<file path="config.mk">
export PLATFORM = sky130hd
export DESIGN_NAME = overwriting_ring_buffer_core
export DESIGN_NICKNAME = d
export VERILOG_FILES = /design/src/rtl/orb_pkg.sv /design/src/rtl/overwriting_ring_buffer_core.sv /design/src/rtl/orb_ram.sv /design/src/rtl/orb_front.sv /design/src/rtl/orb_back.sv
export SDC_FILE = /design/constraint.sdc
export NUM_CORES = 2
export LEC_CHECK = 0
export ABC_AREA = 1
export BUFFER_PORTS_ARGS = -buffer_cell sky130_fd_sc_hd__buf_4
export CAP_MARGIN = 20
export CORE_UTILIZATION = 48
export CTS_CLUSTER_DIAMETER = 40
export DETAILED_ROUTE_END_ITERATION = 12
export PLACE_DENSITY_LB_ADDON = 0.1
export SLEW_MARGIN = 10
export SYNTH_ARGS = -nofsm -noshare
export SYNTH_HDL_FRONTEND = slang
export SYNTH_SLANG_ARGS = --single-unit
</file>
<file path="constraint.sdc">
create_clock -name aclk -period 15.5 [get_ports aclk]
set_input_delay 1.55 -clock aclk [delete_from_list [all_inputs] [get_ports aclk]]
set_output_delay 1.55 -clock aclk [all_outputs]
set_load 0.02 [all_outputs]
</file>
<file path="src/rtl/orb_pkg.sv">
package orb_pkg;

    localparam int OP_W    = 2;
    localparam int DATA_W  = 64;
    localparam int CNT_W   = 7;
    // One list run returns at most this many entries.
    localparam int RUN_LIMIT = 64;

    localparam logic [OP_W-1:0] OP_APPEND = 2'd0;
    localparam logic [OP_W-1:0] OP_REMOVE = 2'd1;
    localparam logic [OP_W-1:0] OP_LIST   = 2'd2;
    localparam logic [OP_W-1:0] OP_UNUSED = 2'd3;

    typedef struct packed {
        logic [OP_W-1:0]   op;
        logic [DATA_W-1:0] entry_data;
        logic [CNT_W-1:0]  remove_count;
    } cmd_t;

    typedef struct packed {
        logic [DATA_W-1:0] entry_value;
        logic              last_of_run;
    } out_t;

    // Ring wrap: sum is always below twice the ring size.
    function automatic logic [CNT_W-1:0] ring_wrap(input logic [CNT_W:0]   sum,
                                                   input logic [CNT_W-1:0] size);
        logic [CNT_W:0] size_x;
        size_x = {1'b0, size};
        if (sum >= size_x) begin
            ring_wrap = CNT_W'(sum - size_x);
        end else begin
            ring_wrap = CNT_W'(sum);
        end
    endfunction

endpackage

</file>
<file path="src/rtl/overwriting_ring_buffer_core.sv">
// Channel   | Handshake          | Payload
// ----------+--------------------+-----------------------------------------------
// input     | s_valid / s_ready  | s_operation, s_entry_data, s_remove_count
// result    | m_valid / m_ready  | m_entry_value, m_last_of_run
// config    | cfg_wr_en          | cfg_wr_data (ring capacity, no read-back)
//
// Append and remove are carried out as the back unit takes them.
// A list streams one entry per cycle while m_ready is high, set by the store's
// single registered read port; each entry then passes the output buffer.
// Up to two commands wait in the queue, so s_ready drops only when it is full.
// Reset clears the head, fill and the queues; the store itself is not cleared.
// A stall on m_ready pauses store reads; the queue takes input until full.
module overwriting_ring_buffer_core #(
    parameter int DEPTH = 64
) (
    input  logic                        aclk,
    input  logic                        aresetn,
    // ring capacity register
    input  logic                        cfg_wr_en,
    input  logic [orb_pkg::CNT_W-1:0]   cfg_wr_data,
    // commands in
    input  logic                        s_valid,
    output logic                        s_ready,
    input  logic [orb_pkg::OP_W-1:0]    s_operation,
    input  logic [orb_pkg::DATA_W-1:0]  s_entry_data,
    input  logic [orb_pkg::CNT_W-1:0]   s_remove_count,
    // listed entries out
    output logic                        m_valid,
    input  logic                        m_ready,
    output logic [orb_pkg::DATA_W-1:0]  m_entry_value,
    output logic                        m_last_of_run
);
    import orb_pkg::*;

    // front -> back command transfer
    logic cmd_valid;
    logic cmd_ready;
    cmd_t cmd;

    // Front: takes input transfers, drops the unused opcode, queues the rest.
    orb_front u_front (
        .aclk           (aclk),
        .aresetn        (aresetn),
        .s_valid        (s_valid),
        .s_ready        (s_ready),
        .s_operation    (s_operation),
        .s_entry_data   (s_entry_data),
        .s_remove_count (s_remove_count),
        .cmd_valid      (cmd_valid),
        .cmd_ready      (cmd_ready),
        .cmd            (cmd)
    );

    // Back: owns head, fill and ring size, the entry store, and the
    // output buffer. A list holds off further commands until every read
    // of the run has been issued.
    orb_back #(
        .DEPTH (DEPTH)
    ) u_back (
        .aclk          (aclk),
        .aresetn       (aresetn),
        .cfg_wr_en     (cfg_wr_en),
        .cfg_wr_data   (cfg_wr_data),
        .cmd_valid     (cmd_valid),
        .cmd_ready     (cmd_ready),
        .cmd           (cmd),
        .m_valid       (m_valid),
        .m_ready       (m_ready),
        .m_entry_value (m_entry_value),
        .m_last_of_run (m_last_of_run)
    );

endmodule

</file>
<file path="src/rtl/orb_ram.sv">
module orb_ram #(
    parameter int WIDTH = 64,
    parameter int DEPTH = 64
) (
    input  logic                     aclk,
    input  logic                     we,
    input  logic [$clog2(DEPTH)-1:0] waddr,
    input  logic [WIDTH-1:0]         wdata,
    input  logic                     re,
    input  logic [$clog2(DEPTH)-1:0] raddr,
    output logic [WIDTH-1:0]         rdata
);

    logic [WIDTH-1:0] mem [DEPTH];

    always_ff @(posedge aclk) begin
        if (we) begin
            mem[waddr] <= wdata;
        end
        if (re) begin
            rdata <= mem[raddr];
        end
    end

endmodule

</file>
<file path="src/rtl/orb_front.sv">
module orb_front (
    input  logic                        aclk,
    input  logic                        aresetn,
    input  logic                        s_valid,
    output logic                        s_ready,
    input  logic [orb_pkg::OP_W-1:0]    s_operation,
    input  logic [orb_pkg::DATA_W-1:0]  s_entry_data,
    input  logic [orb_pkg::CNT_W-1:0]   s_remove_count,
    output logic                        cmd_valid,
    input  logic                        cmd_ready,
    output orb_pkg::cmd_t               cmd
);
    import orb_pkg::*;

    // Two-entry command queue; slot 0 is the oldest.
    logic [1:0] cnt_reg, cnt_next;
    cmd_t       q0_reg, q0_next;
    cmd_t       q1_reg, q1_next;
    logic       push, pop;
    logic [1:0] cnt_after_pop;
    cmd_t       new_cmd;

    assign s_ready   = (cnt_reg != 2'd2);
    assign cmd_valid = (cnt_reg != 2'd0);
    assign cmd       = q0_reg;
    assign pop       = cmd_valid && cmd_ready;

    always_comb begin
        new_cmd.op           = s_operation;
        new_cmd.entry_data   = s_entry_data;
        new_cmd.remove_count = s_remove_count;
        // Unused opcode is taken and dropped here.
        push = s_valid && s_ready && (s_operation inside {OP_APPEND, OP_REMOVE, OP_LIST});
        cnt_after_pop = cnt_reg - {1'b0, pop};
        cnt_next      = cnt_after_pop + {1'b0, push};
        q0_next = q0_reg;
        q1_next = q1_reg;
        if (pop) begin
            q0_next = q1_reg;
        end
        if (push) begin
            if (cnt_after_pop == 2'd0) begin
                q0_next = new_cmd;
            end else begin
                q1_next = new_cmd;
            end
        end
    end

    always_ff @(posedge aclk) begin
        if (!aresetn) begin
            cnt_reg <= 2'd0;
        end else begin
            cnt_reg <= cnt_next;
        end
    end

    always_ff @(posedge aclk) begin
        q0_reg <= q0_next;
        q1_reg <= q1_next;
    end

endmodule

</file>
<file path="src/rtl/orb_back.sv">
module orb_back #(
    parameter int DEPTH = 64
) (
    input  logic                        aclk,
    input  logic                        aresetn,
    input  logic                        cfg_wr_en,
    input  logic [orb_pkg::CNT_W-1:0]   cfg_wr_data,
    input  logic                        cmd_valid,
    output logic                        cmd_ready,
    input  orb_pkg::cmd_t               cmd,
    output logic                        m_valid,
    input  logic                        m_ready,
    output logic [orb_pkg::DATA_W-1:0]  m_entry_value,
    output logic                        m_last_of_run
);
    import orb_pkg::*;

    localparam int AW       = $clog2(DEPTH);
    localparam int SIZE_MAX = (DEPTH < RUN_LIMIT) ? DEPTH : RUN_LIMIT;

    localparam logic ST_IDLE = 1'b0;
    localparam logic ST_LIST = 1'b1;

    logic             state_reg, state_next;
    logic [CNT_W-1:0] size_reg, size_next;
    logic [CNT_W-1:0] head_reg, head_next;
    logic [CNT_W-1:0] fill_reg, fill_next;
    logic [CNT_W-1:0] k_reg, k_next;
    logic [CNT_W-1:0] rpos_reg, rpos_next;
    logic             infl_reg, infl_next;
    logic             infl_last_reg, infl_last_next;
    logic [1:0]       ocnt_reg, ocnt_next;
    out_t             o0_reg, o0_next;
    out_t             o1_reg, o1_next;

    logic              ram_we, ram_re;
    logic [AW-1:0]     ram_waddr, ram_raddr;
    logic [DATA_W-1:0] ram_rdata;

    logic             take_cmd, issue, out_pop, run_end;
    logic [1:0]       credit, ocnt_after_pop;
    logic [CNT_W-1:0] cfg_size;
    out_t             ret_item;

    orb_ram #(
        .WIDTH (DATA_W),
        .DEPTH (DEPTH)
    ) u_store (
        .aclk  (aclk),
        .we    (ram_we),
        .waddr (ram_waddr),
        .wdata (cmd.entry_data),
        .re    (ram_re),
        .raddr (ram_raddr),
        .rdata (ram_rdata)
    );

    assign cmd_ready     = (state_reg == ST_IDLE);
    assign take_cmd      = cmd_valid && cmd_ready;
    assign m_valid       = (ocnt_reg != 2'd0);
    assign m_entry_value = o0_reg.entry_value;
    assign m_last_of_run = o0_reg.last_of_run;
    assign out_pop       = m_valid && m_ready;

    // Entries held plus the one returning from the store must leave a free slot.
    assign credit = ocnt_reg + {1'b0, infl_reg};
    assign issue  = (state_reg == ST_LIST) && (credit <= (out_pop ? 2'd2 : 2'd1));
    assign run_end = (k_reg + CNT_W'(1) == fill_reg);

    assign ram_waddr = AW'(ring_wrap({1'b0, head_reg} + {1'b0, fill_reg}, size_reg));
    assign ram_raddr = AW'(rpos_reg);

    always_comb begin
        if (cfg_wr_data == '0) begin
            cfg_size = CNT_W'(1);
        end else if (cfg_wr_data > CNT_W'(SIZE_MAX)) begin
            cfg_size = CNT_W'(SIZE_MAX);
        end else begin
            cfg_size = cfg_wr_data;
        end
    end

    always_comb begin
        state_next     = state_reg;
        size_next      = size_reg;
        head_next      = head_reg;
        fill_next      = fill_reg;
        k_next         = k_reg;
        rpos_next      = rpos_reg;
        infl_next      = 1'b0;
        infl_last_next = infl_last_reg;
        ram_we         = 1'b0;
        ram_re         = 1'b0;

        if (cfg_wr_en) begin
            size_next = cfg_size;
            head_next = '0;
            fill_next = '0;
        end else if (take_cmd) begin
            case (cmd.op)
                OP_APPEND: begin
                    ram_we = 1'b1;
                    if (fill_reg < size_reg) begin
                        fill_next = fill_reg + CNT_W'(1);
                    end else begin
                        head_next = ring_wrap({1'b0, head_reg} + 1'b1, size_reg);
                    end
                end
                OP_REMOVE: begin
                    if (cmd.remove_count >= fill_reg) begin
                        head_next = '0;
                        fill_next = '0;
                    end else begin
                        head_next = ring_wrap({1'b0, head_reg} + {1'b0, cmd.remove_count},
                                              size_reg);
                        fill_next = fill_reg - cmd.remove_count;
                    end
                end
                OP_LIST: begin
                    if (fill_reg != '0) begin
                        state_next = ST_LIST;
                        k_next     = '0;
                        rpos_next  = head_reg;
                    end
                end
                default: begin
                end
            endcase
        end else if (issue) begin
            ram_re         = 1'b1;
            infl_next      = 1'b1;
            infl_last_next = run_end;
            rpos_next      = ring_wrap({1'b0, rpos_reg} + 1'b1, size_reg);
            k_next         = k_reg + CNT_W'(1);
            if (run_end) begin
                state_next = ST_IDLE;
            end
        end
    end

    // Two-slot output buffer fed by the store's read port.
    always_comb begin
        ret_item.entry_value = ram_rdata;
        ret_item.last_of_run = infl_last_reg;
        ocnt_after_pop = ocnt_reg - {1'b0, out_pop};
        ocnt_next      = ocnt_after_pop + {1'b0, infl_reg};
        o0_next = o0_reg;
        o1_next = o1_reg;
        if (out_pop) begin
            o0_next = o1_reg;
        end
        if (infl_reg) begin
            if (ocnt_after_pop == 2'd0) begin
                o0_next = ret_item;
            end else begin
                o1_next = ret_item;
            end
        end
    end

    always_ff @(posedge aclk) begin
        if (!aresetn) begin
            state_reg <= ST_IDLE;
            size_reg  <= CNT_W'(SIZE_MAX);
            head_reg  <= '0;
            fill_reg  <= '0;
            infl_reg  <= 1'b0;
            ocnt_reg  <= 2'd0;
        end else begin
            state_reg <= state_next;
            size_reg  <= size_next;
            head_reg  <= head_next;
            fill_reg  <= fill_next;
            infl_reg  <= infl_next;
            ocnt_reg  <= ocnt_next;
        end
    end

    always_ff @(posedge aclk) begin
        k_reg         <= k_next;
        rpos_reg      <= rpos_next;
        infl_last_reg <= infl_last_next;
        o0_reg        <= o0_next;
        o1_reg        <= o1_next;
    end

endmodule

</file>
== Yosys cells after proc, flatten, opt, wreduce, memory -nomap -nowiden ==
Memory sizes are Yosys's and may differ from the RTL's. A register that Yosys moved wholly into a read port is not among the register bits.
Index checks and enable logic that the tools add are counted.

* Register bits after elaboration: 318
* RAM bits: 4096
* Input port bits: 85
* Output and inout bits: 67
* Word-level logic and storage cells: 126
* Memories kept: 1

* $add $sub $neg: 16
* Order comparisons: 8
* Eq/ne operators: 10
* Mux-type cells: 40
* Bitwise gates (word level): 6
* Reductions and logical operators: 25

{| class="wikitable"
|+ Memories
! memory !! words !! width !! read ports !! clocked after Yosys merged registers in !! write ports !! line !! text
|-
| u_back.u_store.mem || 64 || 64 || 1 || 1 || 1 || orb_ram.sv:14 || <nowiki>logic [WIDTH-1:0] mem [DEPTH];</nowiki>
|}

{| class="wikitable"
|+ Operator list
! operator !! count
|-
| $mux W73 || 3
|-
| $mux W65 || 3
|-
| $mux W7 || 17
|-
| $ge A8 B7 Y1 || 4
|-
| $pmux W7 S2 || 2
|-
| $sub A7 B7 Y7 || 4
|-
| $add A7 B1 Y8 const B || 2
|-
| $add A7 B7 Y8 || 2
|-
| $add A7 B1 Y7 const B || 2
|-
| $mux W1 || 13
|-
| $reduce_bool A2 Y1 || 5
|-
| $reduce_and A3 Y1 || 3
|-
| $logic_not A2 Y1 || 4
|-
| $eq A7 B7 Y1 || 1
|-
| $ge A7 B7 Y1 || 1
|-
| $gt A7 B7 Y1 const B || 1
|-
| $logic_not A7 Y1 || 1
|-
| $lt A7 B7 Y1 || 1
|-
| $reduce_bool A7 Y1 || 1
|-
| $add A2 B1 Y2 || 3
|-
| $mux W6 || 1
|-
| $ne A2 B1 Y1 const B || 3
|-
| $not A1 Y1 || 6
|-
| $sub A6 B6 Y6 || 1
|-
| 12 further kinds || 21
|}

== Depth between registers and ports, before layout ==
* Depth in word-level cells: 8
* Gate-level depth with buffers: 23
* Depth with buffers taken out: 22

== Hierarchy ==
A second synthesis with hierarchy kept.

* Cells, all modules: 15194
* Area total of the unflattened synthesis: 181296.4 µm²

{| class="wikitable"
|+ By module, submodules not included
! module !! times used !! cells each !! area each (µm²) !! sequential area each (µm²)
|-
| orb_ram || 1 || 13405 || 165946.7 || 124919.8
|-
| orb_back || 1 || 1133 || 9486.6 || 4204.0
|-
| orb_front || 1 || 656 || 5863.1 || 3693.5
|}

== Worst setup path before layout ==
No wires, ideal clock.

* Path kind: reg2reg
* Start point: register u_back.fill_reg[0]
* End point: memory u_back.u_store.mem[0][0], enable pin
* Setup time: 0.487 ns
* Arrival time: 5.382 ns
* Required time: 15.013 ns
* Slack: 9.631 ns
* Cell stages (with the launch flop): 17
* Path buffers: 1
* Period minus slack after synthesis: 5.869 ns
* Cells stage by stage: dfxtp_1 ha_1 fa_1 nand3_1 nand2_1 nand2_1 nand2_1 a21oi_1 xnor2_1 ha_1 a211o_1 inv_1 clkbuf_1 nand4_1 nand2_1 nand3_1 nor2_1

* Word-level cells in the longest chain between the ends: 3
* Elaborated cells between the ends (all ways): 4
* Classes of those cells: add/sub: 2; order compare: 1; mux: 1

{| class="wikitable"
|+ RTL lines
! element !! line !! text
|-
| from (decl) || orb_back.sv:27 || <nowiki>logic [CNT_W-1:0] fill_reg, fill_next;</nowiki>
|-
| from (signal assigned) || orb_back.sv:173 || <nowiki>fill_reg <= fill_next;</nowiki>
|-
| $add A7 B7 Y8 * || orb_back.sv:70 || <nowiki>assign ram_waddr = AW'(ring_wrap({1'b0, head_reg} + {1'b0, fill_reg}, size_reg));</nowiki>
|-
| $ge A8 B7 Y1 / $sub A6 B6 Y6 (equally long branches) || orb_pkg.sv:30, orb_pkg.sv:31 ||
|-
| $mux W6 * || orb_pkg.sv:30 || <nowiki>if (sum >= size_x) begin</nowiki>
|-
| to (decl) || orb_ram.sv:14 ||
|}

Every way passes the cells marked *; elsewhere a longest branch is shown, timed or not.

== Worst setup path after layout ==
* Start point: register u_back.fill_reg[2]
* End point: memory u_back.u_store.mem[16][48], enable pin

The elaborated chain is that of the path after synthesis.

==> results.md <==
* Status: finished clean
* Worst Hold End: u_back.o1_reg[23]
* Routed Wire Length at 600,500 um
* Final TNS setup at 0 ns
* Max reg flops at 4,096
* Hold path depth at 0
* Setup Buffers After CTS at 0
* Initial antenna violation count at 57
* Largest cells by area after synthesis: edfxtp_1 73%, nand2_1 5.2%, o21ai_0 4.8%
* Largest net degree at the start of global routing at 224
* Slew @ Worst Pin at 1.223 ns
* Max_cap viols at 0
* Leak at 70.27 nW
* Layout cells sized above 1 at 0.1029
* Yosys top cell area share at 0.7288
* Hold wc startpoint: u_back.u_store.rdata[22]
* Iter 0 DRT Violations at 16,110
* Routed Antenna Nets at 0
* Total grt overflow at 0
* Period utilization at 0.4200
* Post-CTS sizing at 0
* H-tree levels at 6
* Worst path arrival time at 7.18 ns
* Reg2reg setup slack at 8.99 ns
* Core area at 0.3686 mm2
* Gp weighted congestion at 0.8768
* Full die area at 0.3727 mm2
* Fin util at 0.5552
* Slew Limit Headroom at 0.1850
* Die width at 610.5 um
* Cell area after synthesis at 0.1777 mm2
* Total power at 35.47 mW
* CTS tree: done
* DP Wirelength at 329,800 um
* Vias per std cell at 6.094
* Count of cell types in the netlist at 37
* Synth top cells by count: 4,313 x edfxtp_1, 2,459 x nand2_1, 1,993 x nor2_1, 1,717 x o21ai_0, 714 x o22ai_1
* Starting Density at 0.4821
* Most numerous cell in the Yosys netlist: edfxtp_1
* Syn. warnings at 0
* CP Class: flip-flop to flip-flop
* Fillers at 29,960
* Hold Path Class: flip-flop to flip-flop
* Clock Tree Buf Depth at 4
* Area leader, netlist: edfxtp_1
* Max VDD drop at 0.2482 mV
* Clk_lat worst skew at 1.06 ns
* DRT Pass-1 Iters at 6
* Worst setup margin at 8.989 ns
* FF-to-FF End: u_back.u_store.mem[16][48]
* Num rows at 223
* GRT Overall Usage at 0.3158
* Final Critical Period at 6.511 ns
* Pwr/cell area at 173.3 mW/mm2
* DR DRC count at 0
* Area delta synth->final at 15.16%
* # clock sinks at 4,478
* Startpoint Class: flip-flop
* First-pass GRT wire length at 842,100 um
* Syn nets at 14,140
* Clk slew on worst S/H paths at 0.06 ns
* Root buf cell: clkbuf_16
* Avg Cell Area, Syn at 12.71 um2
* Yosys reg bits at 4,478
* Finish-stage setup viols at 0
* Die Span Y at 610.5 um
* Post-Syn Instances at 13,990
* CP Capture Type: flip-flop
* I/O pins at 152
* Post-synth EDFFs at 4,313
* CTS Buf Count at 589
* RSZ-0062 raised after global routing: no
* Skew final at 0.04297 ns
* Vias post-DR at 119,200
* Worst EP required at 16.16 ns
* Slew Limit Fails at 0
* Reg-to-Reg Start: u_back.fill_reg[2]
* Main synth FF type: edfxtp_1
* Nets@finish at 14,260
* Avg WL per Cell at 30.69 um
* CTS Hold Bufs at 0
* Worst-path maximum fanout at 37
* Post-synth ARST share at 0
* Pre-CTS WS at 9.155 ns
* R2R cell count at 21
* Peak Freq at 153.6 MHz
* Final hold violations at 0
* Seq/Total Area, Yosys at 0.7474
* Port Buf Inserts at 151
* Number of global-route vias before repair at 114,200
==> per-layer routing <==
| metal | share of wire | track usage | vias to the layer above | routed length, um |
|---|---|---|---|---|
| met5 | 0.00013 | 0 | - | 81 |
| met4 | 0.049 | 0.1412 | 10 | 29650 |
| met3 | 0.10 | 0.05707 | 1104 | 60870 |
| met2 | 0.46 | 0.4915 | 6843 | 273400 |
| met1 | 0.39 | 0.4359 | 60080 | 236400 |
| li1 | - | - | 51180 | - |
==> logic make-up (layout without fill, tap and decap cells) <==
logic type | after synthesis | in the layout | synth area share
AOI/OAI and AO/OA | 3003 | 3003 | 0.09080
xor gates and xnor gates | 38 | 38 | 0.001873
adders and majority gates | 74 | 74 | 0.005506
buffers and inverters | 1040 | 1643 | 0.02578
DFF | 4478 | 4478 | 0.7474
muxes | 315 | 315 | 0.01774
other | 0 | 25 | 0
and+or+nand+nor | 5037 | 5037 | 0.1109
==> worst max-delay path, stage by stage (launching register included) <==
cell	delay [ns]
dfxtp_1	0.50
ha_1	0.34
nand2_1	0.09
nand2_1	0.08
inv_1	0.09
nand2_1	0.08
nand2_1	0.07
nand2_1	0.11
inv_1	0.11
ha_1	0.30
a21oi_1	0.23
nand3_1	0.12
nand2_1	0.07
nand2_1	0.05
nand2_1	0.28
nand3_1	0.38
nand2_1	0.15
nand2_1	0.07
nor2_1	0.24
nand2_1	0.74
nor2_4	1.15
buf_4	0.74
==> placed cells by master, fill, tap and decap left out, drive strengths merged, types with 2 or more instances in the layout <==
| master | Yosys | routed |
|---|---|---|
| nor2 | 1993 | 1993 |
| dfxtp | 165 | 165 |
| a31oi | 140 | 140 |
| nor3 | 7 | 7 |
| and3 | 2 | 2 |
| o21bai | 3 | 3 |
| or2 | 3 | 3 |
| clkbuf | 585 | 689 |
| nand3b | 7 | 7 |
| o21ai | 1769 | 1769 |
| a21o | 3 | 3 |
| nor4 | 2 | 2 |
| nand4 | 32 | 32 |
| buf | 311 | 419 |
| bufinv | 0 | 93 |
| a21oi | 366 | 366 |
| fa | 7 | 7 |
| nand3 | 532 | 532 |
| edfxtp | 4313 | 4313 |
| ha | 67 | 67 |
| clkinv | 0 | 183 |
| inv | 144 | 195 |
| o22ai | 714 | 714 |
| nand2 | 2459 | 2459 |
| diode | 0 | 25 |
| xor2 | 23 | 23 |
| clkinvlp | 0 | 64 |
| mux2i | 315 | 315 |
| xnor2 | 15 | 15 |
| o211ai | 4 | 4 |
==> through the flow <==
| stage | instance area, um2 | hold slack (ns) | instances |
|---|---|---|---|
| 3_3_place_gp | 183900 | 0.4373 | 18450 |
| 3_5_place_dp | 184000 | 0.4361 | 18460 |
| 2_1_floorplan | 177700 | 0.4272 | 13990 |
| 5_1_grt | 204600 | 0.4563 | 19550 |
| 6_report | 204600 | 0.4561 | 19560 |
| 4_1_cts | 204500 | 0.4489 | 19540 |
==> cell type report <==
class,count,area (um2),share of cell area
inverters,144,599.3,0.002929
clock inverters,391,5046,0.02466
flip-flops and latches,4478,133000,0.6500
repair buffers,419,3418,0.01670
diodes,25,62.56,0.0003057
clock buffers,689,15460,0.07556
well taps,4950,6193,0.03026
multi-input cells,8467,40850,0.1996
==> worst max path at each step <==
stage	from	endpoint	slack, ns	cells past startpoint
after floorplan	u_back.fill_reg[0]	u_back.u_store.mem[0][0]	9.63	16
after global placement	u_back.fill_reg[2]	u_back.u_store.mem[48][3]	8.96	21
after detailed placement	u_back.fill_reg[2]	u_back.u_store.mem[16][49]	9.15	20
after CTS	u_back.fill_reg[2]	u_back.u_store.mem[16][48]	9.14	20
after global routing	u_back.fill_reg[2]	u_back.u_store.mem[16][48]	8.63	21
final	u_back.fill_reg[2]	u_back.u_store.mem[16][48]	8.99	21
==> power breakdown <==
group          internal, mW  switching (mW)  total, mW
Sequential             15.4            1.63       17.1
Clock                  8.77            5.37       14.1
Combinational         0.965            3.31       4.28
No activity file was read; power rests on OpenSTA's default activity.
